===== config.mk =====
export PLATFORM = sky130hd
export DESIGN_NAME = dxt_block_decoder_top
export DESIGN_NICKNAME = d
export VERILOG_FILES = /design/src/design/dxt_pkg.sv /design/src/design/dxt_front.sv /design/src/design/dxt_queue.sv /design/src/design/dxt_back.sv /design/src/design/dxt_block_decoder_top.sv
export SDC_FILE = /design/constraint.sdc
export NUM_CORES = 2
export LEC_CHECK = 0
export BUFFER_PORTS_ARGS = -buffer_cell sky130_fd_sc_hd__buf_4
export CORE_MARGIN = 4
export CORE_UTILIZATION = 45
export CTS_BUF_LIST = sky130_fd_sc_hd__clkbuf_16
export CTS_CLUSTER_SIZE = 12
export DETAILED_ROUTE_END_ITERATION = 6
export SETUP_SLACK_MARGIN = 0.02
export SLEW_MARGIN = 20
export SYNTH_ARGS = -nofsm -noshare
export SYNTH_HDL_FRONTEND = slang
export SYNTH_SLANG_ARGS = --single-unit

===== constraint.sdc =====
create_clock -name clock -period 23 [get_ports clock]
set_input_delay 2.3 -clock clock [delete_from_list [all_inputs] [get_ports clock]]
set_output_delay 2.3 -clock clock [all_outputs]
set_load 0.03 [all_outputs]

===== src/design/dxt_pkg.sv =====
// ----------------------------------------------------------------------------
// DXT block decoder package
// Shared types, constants and helper functions for the block decoder.
// ----------------------------------------------------------------------------
package dxt_pkg;

   localparam int DEFAULT_MAX_DIMENSION = 8192;
   localparam int CSR_INDEX_WIDTH = 2;
   localparam int CSR_DATA_WIDTH = 14;

   typedef enum logic [1:0] {
      CSR_DXT_MODE     = 2'd0,
      CSR_IMAGE_WIDTH  = 2'd1,
      CSR_IMAGE_HEIGHT = 2'd2,
      CSR_UNUSED       = 2'd3
   } csr_index_type;

   typedef enum logic [1:0] {
      MODE_DXT1 = 2'd0,
      MODE_DXT3 = 2'd1,
      MODE_DXT5 = 2'd2,
      MODE_ALT5 = 2'd3
   } mode_type;

   typedef struct packed {
      logic [63:0] color_word;
      logic [63:0] alpha_word;
   } req_type;

   typedef struct packed {
      logic [12:0] texel_x;
      logic [12:0] texel_y;
      logic [7:0]  red;
      logic [7:0]  green;
      logic [7:0]  blue;
      logic [7:0]  alpha;
      logic        block_last;
      logic        image_last;
   } rsp_type;

   // Palette of one block, as handed from the front to the back end.
   typedef struct packed {
      logic [3:0][7:0] red;
      logic [3:0][7:0] green;
      logic [3:0][7:0] blue;
      logic [7:0][7:0] alpha_table;
      logic [31:0]     indices;
      logic [63:0]     alpha_word;
      mode_type        mode;
      logic            punch;
      logic [10:0]     block_column;
      logic [10:0]     block_row;
      logic [15:0]     texel_mask;
      logic            last_block;
   } block_type;

   // Rounds v * 255 / 31 down: 8v plus 7v / 31 taken via a reciprocal.
   function automatic logic [7:0] expand5(input logic [4:0] v);
      logic [16:0] p;
      p = 17'(v) * 17'd1855;
      return {v, 3'b000} + 8'(p[16:13]);
   endfunction

   // Rounds v * 255 / 63 down: 4v plus v / 21 taken via a reciprocal.
   function automatic logic [7:0] expand6(input logic [5:0] v);
      logic [11:0] p;
      p = 12'(v) * 12'd49;
      return {v, 2'b00} + 8'(p[11:10]);
   endfunction

   // Division by three of a value below 768 via a reciprocal.
   function automatic logic [7:0] div3(input logic [9:0] v);
      logic [21:0] p;
      p = 22'(v) * 22'd1366;
      return p[19:12];
   endfunction

   function automatic logic [7:0] div5(input logic [10:0] v);
      logic [23:0] p;
      p = 24'(v) * 24'd3277;
      return p[21:14];
   endfunction

   function automatic logic [7:0] div7(input logic [10:0] v);
      logic [24:0] p;
      p = 25'(v) * 25'd9363;
      return p[23:16];
   endfunction

endpackage


===== src/design/dxt_front.sv =====
// ----------------------------------------------------------------------------
// DXT front end
// Accepts blocks, builds the palettes, the clip mask and the block position.
// ----------------------------------------------------------------------------
module dxt_front import dxt_pkg::*; #(
   parameter int MAX_DIMENSION = DEFAULT_MAX_DIMENSION
) (
   input  logic              clock,
   input  logic              reset,
   input  logic              req_valid,
   output logic              req_stall,
   input  req_type           req_data,
   input  mode_type          mode,
   input  logic [13:0]       width,
   input  logic [13:0]       height,
   output logic              blk_valid,
   input  logic              blk_stall,
   output block_type         blk_data
);

   localparam logic [14:0] MAXD = 15'(MAX_DIMENSION);

   logic [10:0] col_ff, col_in, row_ff, row_in;
   logic        valid_ff, valid_in;
   block_type   blk_ff, blk_in;
   logic [14:0] w, h;
   logic [12:0] bxn, byn;
   logic [10:0] col, row;
   logic        take;
   logic [15:0] c0, c1;
   logic [7:0]  r0, r1, g0, g1, b0, b1, a0, a1;

   always_comb begin
      w = (width == 14'd0) ? 15'd1 : ((15'(width) > MAXD) ? MAXD : 15'(width));
      h = (height == 14'd0) ? 15'd1 : ((15'(height) > MAXD) ? MAXD : 15'(height));
      bxn = 13'((w + 15'd3) >> 2);
      byn = 13'((h + 15'd3) >> 2);
      col = (13'(col_ff) >= bxn) ? 11'd0 : col_ff;
      row = (13'(row_ff) >= byn) ? 11'd0 : row_ff;
      take = req_valid && !req_stall;
      c0 = req_data.color_word[15:0];
      c1 = req_data.color_word[31:16];
      r0 = expand5(c0[15:11]); g0 = expand6(c0[10:5]); b0 = expand5(c0[4:0]);
      r1 = expand5(c1[15:11]); g1 = expand6(c1[10:5]); b1 = expand5(c1[4:0]);
      a0 = req_data.alpha_word[7:0];
      a1 = req_data.alpha_word[15:8];
      blk_in = blk_ff;
      blk_in.mode = mode;
      blk_in.punch = (mode == MODE_DXT1) && (c0 <= c1);
      blk_in.red[0] = r0; blk_in.red[1] = r1;
      blk_in.green[0] = g0; blk_in.green[1] = g1;
      blk_in.blue[0] = b0; blk_in.blue[1] = b1;
      if (blk_in.punch) begin
         blk_in.red[2] = 8'((9'(r0) + 9'(r1)) >> 1);
         blk_in.green[2] = 8'((9'(g0) + 9'(g1)) >> 1);
         blk_in.blue[2] = 8'((9'(b0) + 9'(b1)) >> 1);
         blk_in.red[3] = 8'd0; blk_in.green[3] = 8'd0; blk_in.blue[3] = 8'd0;
      end else begin
         blk_in.red[2] = div3({1'b0, r0, 1'b0} + 10'(r1));
         blk_in.green[2] = div3({1'b0, g0, 1'b0} + 10'(g1));
         blk_in.blue[2] = div3({1'b0, b0, 1'b0} + 10'(b1));
         blk_in.red[3] = div3(10'(r0) + {1'b0, r1, 1'b0});
         blk_in.green[3] = div3(10'(g0) + {1'b0, g1, 1'b0});
         blk_in.blue[3] = div3(10'(b0) + {1'b0, b1, 1'b0});
      end
      blk_in.alpha_table[0] = a0;
      blk_in.alpha_table[1] = a1;
      for (int i = 1; i < 7; i++) begin
         if (a0 > a1) begin
            blk_in.alpha_table[i + 1] =
               div7(11'(8 - i - 1) * 11'(a0) + 11'(i) * 11'(a1));
         end else if (i < 5) begin
            blk_in.alpha_table[i + 1] =
               div5(11'(5 - i) * 11'(a0) + 11'(i) * 11'(a1));
         end else begin
            blk_in.alpha_table[i + 1] = (i == 5) ? 8'd0 : 8'd255;
         end
      end
      blk_in.indices = req_data.color_word[63:32];
      blk_in.alpha_word = req_data.alpha_word;
      blk_in.block_column = col;
      blk_in.block_row = row;
      for (int p = 0; p < 16; p++) begin
         blk_in.texel_mask[p] = ({2'b0, col, 2'(p % 4)} < w) && ({2'b0, row, 2'(p / 4)} < h);
      end
      blk_in.last_block = (13'(col) == bxn - 13'd1) && (13'(row) == byn - 13'd1);
      col_in = col_ff;
      row_in = row_ff;
      if (take) begin
         if (13'(col) + 13'd1 >= bxn) begin
            col_in = 11'd0;
            row_in = (13'(row) + 13'd1 >= byn) ? 11'd0 : row + 11'd1;
         end else begin
            col_in = col + 11'd1;
            row_in = row;
         end
      end
      valid_in = take ? 1'b1 : (blk_stall ? valid_ff : 1'b0);
      req_stall = valid_ff && blk_stall;
   end

   always_ff @(posedge clock) begin
      if (reset) begin
         col_ff <= 11'd0;
         row_ff <= 11'd0;
         valid_ff <= 1'b0;
      end else begin
         col_ff <= col_in;
         row_ff <= row_in;
         valid_ff <= valid_in;
      end
      if (take) begin
         blk_ff <= blk_in;
      end
   end

   assign blk_valid = valid_ff;
   assign blk_data = blk_ff;

endmodule


===== src/design/dxt_queue.sv =====
// ----------------------------------------------------------------------------
// DXT block queue
// Two-entry queue of decoded palettes between the front and back ends.
// ----------------------------------------------------------------------------
module dxt_queue import dxt_pkg::*; (
   input  logic      clock,
   input  logic      reset,
   input  logic      in_valid,
   output logic      in_stall,
   input  block_type in_data,
   output logic      out_valid,
   input  logic      out_stall,
   output block_type out_data
);

   block_type   mem_ff [2];
   logic        wr_ff, wr_in, rd_ff, rd_in;
   logic [1:0]  count_ff, count_in;
   logic        push, pop;

   always_comb begin
      in_stall = (count_ff == 2'd2);
      out_valid = (count_ff != 2'd0);
      push = in_valid && !in_stall;
      pop = out_valid && !out_stall;
      wr_in = push ? !wr_ff : wr_ff;
      rd_in = pop ? !rd_ff : rd_ff;
      count_in = count_ff + 2'(push) - 2'(pop);
      out_data = mem_ff[rd_ff];
   end

   always_ff @(posedge clock) begin
      if (reset) begin
         wr_ff <= 1'b0;
         rd_ff <= 1'b0;
         count_ff <= 2'd0;
      end else begin
         wr_ff <= wr_in;
         rd_ff <= rd_in;
         count_ff <= count_in;
      end
      if (push) begin
         mem_ff[wr_ff] <= in_data;
      end
   end

endmodule


===== src/design/dxt_back.sv =====
// ----------------------------------------------------------------------------
// DXT back end
// Walks the sixteen texels of a block and emits those inside the image.
// ----------------------------------------------------------------------------
module dxt_back import dxt_pkg::*; (
   input  logic      clock,
   input  logic      reset,
   input  logic      blk_valid,
   output logic      blk_stall,
   input  block_type blk_data,
   output logic      rsp_valid,
   input  logic      rsp_stall,
   output rsp_type   rsp_data
);

   logic [3:0]  pos_ff, pos_in;
   logic        valid_ff, valid_in;
   rsp_type     out_ff, out_in;
   logic        emit, done, free, more;
   logic [15:0] rest;
   logic [1:0]  sel;
   logic [3:0]  nib;
   logic [2:0]  aix;
   logic [7:0]  a;

   always_comb begin
      free = !valid_ff || !rsp_stall;
      emit = blk_valid && free && blk_data.texel_mask[pos_ff];
      rest = blk_data.texel_mask >> pos_ff;
      more = (rest >> 1) != 16'd0;
      done = blk_valid && free && (!more || (pos_ff == 4'd15));
      blk_stall = !done;
      sel = blk_data.indices[2 * pos_ff +: 2];
      nib = blk_data.alpha_word[4 * pos_ff +: 4];
      aix = blk_data.alpha_word[16 + 3 * pos_ff +: 3];
      case (blk_data.mode)
         MODE_DXT1: a = (blk_data.punch && sel == 2'd3) ? 8'd0 : 8'd255;
         MODE_DXT3: a = {nib, nib};
         default:   a = blk_data.alpha_table[aix];
      endcase
      out_in = out_ff;
      if (emit) begin
         out_in.texel_x = {blk_data.block_column, pos_ff[1:0]};
         out_in.texel_y = {blk_data.block_row, pos_ff[3:2]};
         out_in.red = blk_data.red[sel];
         out_in.green = blk_data.green[sel];
         out_in.blue = blk_data.blue[sel];
         out_in.alpha = a;
         out_in.block_last = !more;
         out_in.image_last = !more && blk_data.last_block;
      end
      valid_in = emit ? 1'b1 : (free ? 1'b0 : valid_ff);
      pos_in = done ? 4'd0 : ((blk_valid && free) ? pos_ff + 4'd1 : pos_ff);
   end

   always_ff @(posedge clock) begin
      if (reset) begin
         pos_ff <= 4'd0;
         valid_ff <= 1'b0;
      end else begin
         pos_ff <= pos_in;
         valid_ff <= valid_in;
      end
      out_ff <= out_in;
   end

   assign rsp_valid = valid_ff;
   assign rsp_data = out_ff;

endmodule


===== src/design/dxt_block_decoder_top.sv =====
// ----------------------------------------------------------------------------
// DXT block decoder
// Decodes DXT1, DXT3 and DXT5 blocks into clipped texels; mode code three decodes as DXT5.
// ----------------------------------------------------------------------------
// Path: a block is registered in the front end, then held in a queue entry, and
// each texel is registered in the back-end output. The texel walker visits every
// position of a block up to its last texel inside the image, holding while the
// result stalls; meanwhile the front end and queue accept blocks until full.
// Reset: mode DXT1, width and height 1, block position zero, queue empty.
module dxt_block_decoder_top import dxt_pkg::*; #(
   parameter int MAX_DIMENSION = DEFAULT_MAX_DIMENSION
) (
   input  logic                       clock,
   input  logic                       reset,
   input  logic                       req_valid,
   output logic                       req_stall,
   input  req_type                    req_data,
   output logic                       rsp_valid,
   input  logic                       rsp_stall,
   output rsp_type                    rsp_data,
   input  logic                       csr_write,
   input  logic [CSR_INDEX_WIDTH-1:0] csr_index,
   input  logic [CSR_DATA_WIDTH-1:0]  csr_data
);

   mode_type    mode_ff;
   logic [13:0] width_ff, height_ff;
   logic        f_valid, f_stall, q_valid, q_stall;
   block_type   f_data, q_data;

   always_ff @(posedge clock) begin
      if (reset) begin
         mode_ff <= MODE_DXT1;
         width_ff <= 14'd1;
         height_ff <= 14'd1;
      end else if (csr_write) begin
         case (csr_index_type'(csr_index))
            CSR_DXT_MODE:     mode_ff <= mode_type'(csr_data[1:0]);
            CSR_IMAGE_WIDTH:  width_ff <= csr_data;
            CSR_IMAGE_HEIGHT: height_ff <= csr_data;
            default: ;
         endcase
      end
   end

   dxt_front #(.MAX_DIMENSION(MAX_DIMENSION)) u_front (
      .clock, .reset, .req_valid, .req_stall, .req_data,
      .mode(mode_ff), .width(width_ff), .height(height_ff),
      .blk_valid(f_valid), .blk_stall(f_stall), .blk_data(f_data)
   );

   dxt_queue u_queue (
      .clock, .reset, .in_valid(f_valid), .in_stall(f_stall), .in_data(f_data),
      .out_valid(q_valid), .out_stall(q_stall), .out_data(q_data)
   );

   dxt_back u_back (
      .clock, .reset, .blk_valid(q_valid), .blk_stall(q_stall), .blk_data(q_data),
      .rsp_valid, .rsp_stall, .rsp_data
   );

   a_rsp_hold: assert property (@(posedge clock) disable iff (reset)
      rsp_valid && rsp_stall |=> rsp_valid && $stable(rsp_data))
      else $error("stalled texel changed");
   a_image_last: assert property (@(posedge clock) disable iff (reset)
      rsp_valid && rsp_data.image_last |-> rsp_data.block_last)
      else $error("image_last without block_last");
   a_queue_flow: assert property (@(posedge clock) disable iff (reset)
      q_valid && !q_stall |-> q_data.texel_mask != 16'd0)
      else $error("block retired without texels");

endmodule


; ---- After elaboration in Yosys (flattened, before gate mapping)
; Memory sizes are Yosys's and may differ from the RTL's. A register that Yosys moved wholly into a read port is not among the register bits.
; Cells that the tools add are included.
[classes]
addsub = 37
mul = 29
n_div = 0
magnitude_cmp = 19
eq_ne = 9
n_shift = 4
n_mux = 36
n_bitwise = 0
reduce_logical = 48
[op_table]
columns = op, n
row1 = 11-bit by 14-bit multiplier with 24-bit output (second input constant), 6
row2 = 13-bit by 15-bit < comparator with 1-bit output, 8
row3 = 10-bit by 10-bit multiplier with 19-bit output (second input constant), 6
row4 = 8-bit 2-to-1 mux, 12
row5 = 11-bit by 12-bit multiplier with 22-bit output (second input constant), 4
row6 = 5-bit by 11-bit multiplier with 16-bit output (second input constant), 4
row7 = 64-bit by 33-bit indexed part select with 3-bit output, 1
row8 = 64-bit by 7-bit indexed part select with 4-bit output, 1
row9 = 11-bit 2-to-1 mux, 5
row10 = 8-bit binary-select mux with 2-bit select, 3
row11 = 2-bit by 8-bit multiplier with 10-bit output (first input constant), 4
row12 = 8-bit by 3-bit adder with 8-bit output, 4
row13 = 32-bit by 6-bit indexed part select with 2-bit output, 1
row14 = 15-bit by 2-bit adder with 15-bit output (second input constant), 2
row15 = 8-bit by 9-bit adder with 10-bit output, 3
row16 = 9-bit by 8-bit adder with 10-bit output, 3
row17 = 15-bit 2-to-1 mux, 2
row18 = 14-bit > comparator (second input constant), 2
row19 = 14-bit zero test, 2
row20 = 14-bit 2-to-1 mux, 2
row21 = 8-bit by 8-bit adder with 9-bit output, 3
row22 = 1-bit logical AND, 27
row23 = 11-bit by 13-bit == test with 1-bit output, 2
row24 = 11-bit by 13-bit greater-or-equal comparator with 1-bit output, 2
row25 = 42 further kinds, 73
[totals]
regBits = 420
latchBits = 0
ram_bits = 596
rom_bits = 0
input_bits = 149
output_inout_bits = 62
elab_cells = 230
memories = 1
[mem_list]
columns = name, words, word_bits, read_ports, rd_clocked_by_memory_dff, wr, line
row1 = u_queue.mem_ff, 2, 298, 1, 1, 1, dxt_queue.sv:16  ; block_type mem_ff [2];

; ---- Depth between registers and ports, before layout
[depth]
word_depth = 10
mapped_depth = 43
mapped_depth_nobuf = 43

; ---- By module
; Synthesis repeated with hierarchy kept, for this count alone.
[hier_totals]
hier_cells = 6745
area_unflattened_um2 = 81531.9
[by_module_without_submodules]
columns = mod, n_inst, cells_each, area_each_um2, seq_area_each_um2
row1 = dxt_front, 1, 5222, 52536.6, 8928.6
row2 = dxt_queue, 1, 956, 22570.4, 17997.3
row3 = dxt_back, 1, 450, 5176.2, 1901.8
row4 = dxt_block_decoder_top, 1, 117, 1248.7, 600.6

; ---- Least setup slack after synthesis
; No wires, ideal clock.
[synth_path]
kind = reg2reg
from = reg u_queue.count_ff[0]
to = mem u_queue.mem_ff[0][0] in the netlist's numbering, enable pin
setup_time_ns = 0.930
t_arrival_ns = 12.208
t_required_ns = 22.070
slack_ns = 9.862
stages_incl_launch_ff = 5
path_buffers = 0
period_less_slack_ns = 13.138
path_cell_list = dfxtp_1 inv_1 nand2_1 nand2_1 nor2_1
[synth_via]
elab_chain_len = 5
[synth_lines]
columns = element, line
row1 = "start, declared", dxt_queue.sv:18  ; logic [1:0] count_ff, count_in;
row2 = "start signal, assigned", dxt_queue.sv:40  ; count_ff <= count_in;
row3 = 2-bit == test, dxt_queue.sv:22  ; in_stall = (count_ff == 2'd2);
row4 = 1-bit zero test, dxt_queue.sv:24  ; push = in_valid && !in_stall;
row5 = 1-bit logical AND, dxt_queue.sv:24
row6 = 1-bit 2-to-1 mux, dxt_queue.sv:42  ; if (push) begin
row7 = 1-bit 2-to-1 mux (implied by the code), dxt_queue.sv:43  ; mem_ff[wr_ff] <= in_data;
row8 = "end, declared", dxt_queue.sv:16
; Every way passes these cells.

==> impl_metrics.py <==
metrics = {
    "run_status": {
        "status": "finished, final reports clean",
    },
    "clocking": {
        "cts_made_buffers": 98,
        "cts_buffer_depth": 3,
        "cts.clk_slew.worst_paths_ns": 0.06,
        "clock_latency_ns": 0.73,
        "hold_buffers": 0,
        "h-tree-depth": 3,
        "cts_setup_buffers": 0,
        "cts_tree": "built",
        "ctsResizeCount": 0,
        "cts_root_buffer": "clkbuf_16",
        "clock-sinks": 969,
    },
    "logic_synthesis": {
        "netlist_area_mm2": 0.0784,
        "synthArstFlopShare_pct": 0,
        "synthesis.area_per_instance_um2": 11.9,
        "synth_top_area_share_pct": 34.7,
        "syn_nets": 8654,
        "synth_top_cell_by_area": "edfxtp_1",
        "synthCells": 6618,
        "synth-seq-area-share_pct": 36.3,
        "yosys_warnings": 0,
        "synthTopCellsByArea": "edfxtp_1 (35%), ha_1 (23%), fa_1 (11%), inv_1 (4.7%), mux4_2 (2.8%)",
        "ys_ff_latch": 969,
        "yosys_most_used_dff": "edfxtp_1",
        "synth.distinct_cells": 108,
        "synth_edf_count": 906,
    },
    "worst_setup_path": {
        "cp.required_ns": 23.52,
        "worst-path-buf-inv": 7,
        "rr_worst_depth": 28,
        "slowest_stage": "fa_1",
        "critical_path.top_delay_family": "adder cells",
        "crit_cells": 40,
        "cp.arrival_ns": 12.54,
        "cp_max_fo": 10,
        "r2r_slack_ns": 15.07,
        "crit_start": "req_data[66]",
        "critPathKind": "input pin to flop",
        "worst_r2r_endpoint": "u_front.row_ff[3]$_SDFFE_PP0P_",
        "max_stage_delay_ns": 0.66,
        "crit_path_end_kind": "flop",
        "start_kind": "input pin",
        "critPathCapture": "u_front.blk_data[225]$_DFFE_PP_",
        "reg2reg_from": "width_ff[10]$_SDFFE_PP0P_",
    },
    "placement": {
        "dp_hpwl_mm": 139,
        "portBuffers": 210,
        "pre_cts_ws_ns": 10.25,
        "place_congestion": 0.875,
        "place_area_mm2": 0.0826,
    },
    "routing": {
        "wl_per_cell_um": 19.4,
        "viasPerCell": 5.31,
        "routed_wl_mm": 179,
        "vias": 48993,
        "drc_errors": 0,
        "drtIter0Drc": 2364,
        "antenna_left": 0,
        "firstDrtPassIters": 5,
    },
    "floorplanning": {
        "core_mm2": 0.172,
        "die_x_um": 425,
        "start_util_pct": 45.5,
        "placementRows": 152,
        "fp.dieArea_mm2": 0.181,
        "ios": 211,
        "dieHeight_um": 425,
    },
    "global_routing": {
        "grt_max_degree": 153,
        "antenna_found_initial": 15,
        "grt_overflow": 0,
        "grt_use_total_pct": 20.0,
        "grt_pass1_vias": 51156,
        "grt_pass1_wl_mm": 285,
    },
    "timing": {
        "min_period_ns": 12.02,
        "setup_viol": 0,
        "worst_pin_slew_ns": 1.09,
        "rsz0062_at_grt": "false",
        "fin_crit_sh_pct": 52.3,
        "fin_tns_setup_ns": 0,
        "max_freq_mhz": 83.2,
        "finClkSkew_ns": 0.0620,
        "hold_viol_final": 0,
        "slew_violations": 0,
        "fin_ws_ns": 10.98,
        "whs_ns": 0.419,
        "slew_headroom_pct": 27.6,
    },
    "worst_hold_path": {
        "hp-class": "flop to flop",
    },
    "layout": {
        "stdcell_area_mm2": 0.0856,
        "fin_nets": 8878,
        "syn2layout_area_growth_pct": 9.17,
        "drive_gt1_share_pct": 9.13,
        "fillers": 15299,
    },
    "job": {
        "cap_violations": 0,
    },
}
==> synth_stat cells, types with 9 or more instances <==
library cell and number:
ha_1 1463, inv_1 985, edfxtp_1 906, fa_1 424
nand2_1 281, a21oi_1 279, nor2_1 262, xnor2_1 240
o21ai_0 174, xor2_1 115, a21o_1 113, mux2i_1 103
mux4_2 99, nand3_1 89, nor3_1 86, mux2_2 68
clkbuf_1 64, dfxtp_1 63, nor2b_1 54, o21bai_1 54
nand2b_1 48, o21a_1 48, and2_1 42, nand4_1 36
o2111ai_1 36, or2_2 33, buf_2 32, or3_1 30
a211oi_1 29, o211ai_1 24, a31oi_1 22, and3_1 22
o31ai_1 22, nor4_1 14, buf_6 12, nand3b_1 12
a41o_1 10, buf_1 10, a211o_1 9, a21boi_0 9
a41oi_1 9, and4_1 9
==> per-stage QoR <==
step	utilization [%]	std cells
6_report	49.6	9228
5_1_grt	49.6	9226
4_1_cts	49.6	9220
3_5_place_dp	47.9	9052
3_3_place_gp	47.9	9052
2_1_floorplan	-	6618
==> area by class of cell <==
cell class	count	area (um^2)	area share, %
Multi-Input combinational cell	4532	45700	53.3
Sequential cell	969	28500	33.3
Inverter	992	3730	4.36
Tap cell	2310	2890	3.38
Clock buffer	99	2480	2.89
Timing Repair Buffer	249	1890	2.21
Clock inverter	69	479	0.560
Antenna cell	8	20.0	0.0234
==> flip-flops by register name (all words and copies together), names as in the netlist, named ones only <==
signal and flops:
u_queue.count_ff 2, u_back.rsp_data 60, height_ff 14, u_queue.mem_ff 564
u_front.col_ff 11, u_back.rsp_valid 1, u_queue.wr_ff 1, u_front.row_ff 11
width_ff 14, mode_ff 2, u_back.pos_ff 4, u_queue.rd_ff 1
u_front.blk_data 282, u_front.blk_valid 1
==> how the worst min path moves through the flow <==
stage | slack (ns) | cells after the start | to | startpoint
after CTS | 0.41 | 0 | u_queue.mem_ff[1][118]$_DFFE_PP_ | u_front.blk_data[118]$_DFFE_PP_
after global routing | 0.43 | 0 | u_queue.mem_ff[0][215]$_DFFE_PP_ | u_front.blk_data[215]$_DFFE_PP_
after global placement | 0.42 | 0 | u_queue.mem_ff[0][74]$_DFFE_PP_ | u_front.blk_data[74]$_DFFE_PP_
after detailed placement | 0.43 | 0 | u_queue.mem_ff[0][256]$_DFFE_PP_ | u_front.blk_data[256]$_DFFE_PP_
final | 0.42 | 0 | u_queue.mem_ff[1][118]$_DFFE_PP_ | u_front.blk_data[118]$_DFFE_PP_
after floorplan | 0.40 | 0 | u_back.rsp_data[34]$_DFFE_PP_ | u_back.pos_ff[2]$_SDFFE_PP0P_
==> kinds of logic (layout without fill, tap and decap cells) <==
kind of cell	count (synthesis)	in the layout	synth area share (%)
AO/OA/AOI/OAI	961	961	8.16
XOR/XNOR	358	358	4.03
adder cells (fa/ha/maj)	1889	1889	34.2
buffers and inverters	1117	1409	5.56
flip-flops	969	969	36.3
multiplexers	273	273	5.20
other	0	8	0
AND/OR/NAND/NOR	1051	1051	6.56
==> metal layers <==
| metal | vias up | GRT usage (%) | wire length, um |
|---|---|---|---|
| li1 | 23983 | - | - |
| met1 | 24106 | 26.8 | 81200 |
| met2 | 706 | 34.4 | 86900 |
| met3 | 198 | 1.61 | 5490 |
| met4 | 0 | 6.18 | 5110 |
| met5 | - | 0 | 0 |
==> cells in the final DEF (no fill, tap or decap), types with 10 or more instances in the layout <==
master / netlist / layout
a211oi_1: 29 / 29
a21o_1: 113 / 113
a21oi_1: 279 / 279
a31oi_1: 22 / 22
a41o_1: 10 / 10
and2_1: 42 / 42
and3_1: 22 / 21
buf_4: 6 / 247
clkbuf_16: 0 / 99
clkinv_1: 1 / 10
dfxtp_1: 63 / 60
edfxtp_1: 906 / 906
fa_1: 424 / 424
ha_1: 1463 / 1463
inv_1: 985 / 1023
mux2_2: 68 / 68
mux2i_1: 103 / 102
mux4_2: 99 / 99
nand2_1: 281 / 281
nand2b_1: 48 / 48
nand3_1: 89 / 89
nand3b_1: 12 / 12
nand4_1: 36 / 36
nor2_1: 262 / 261
nor2b_1: 54 / 53
nor3_1: 86 / 86
nor4_1: 14 / 14
o2111ai_1: 36 / 36
o211ai_1: 24 / 24
o21a_1: 48 / 48
o21ai_0: 174 / 174
o21bai_1: 54 / 54
o31ai_1: 22 / 22
or2_2: 33 / 33
or3_1: 30 / 30
xnor2_1: 240 / 240
xor2_1: 115 / 115
Power is not shown: default switching activity piles up to over one toggle a cycle in this logic, so the estimate is an artifact.
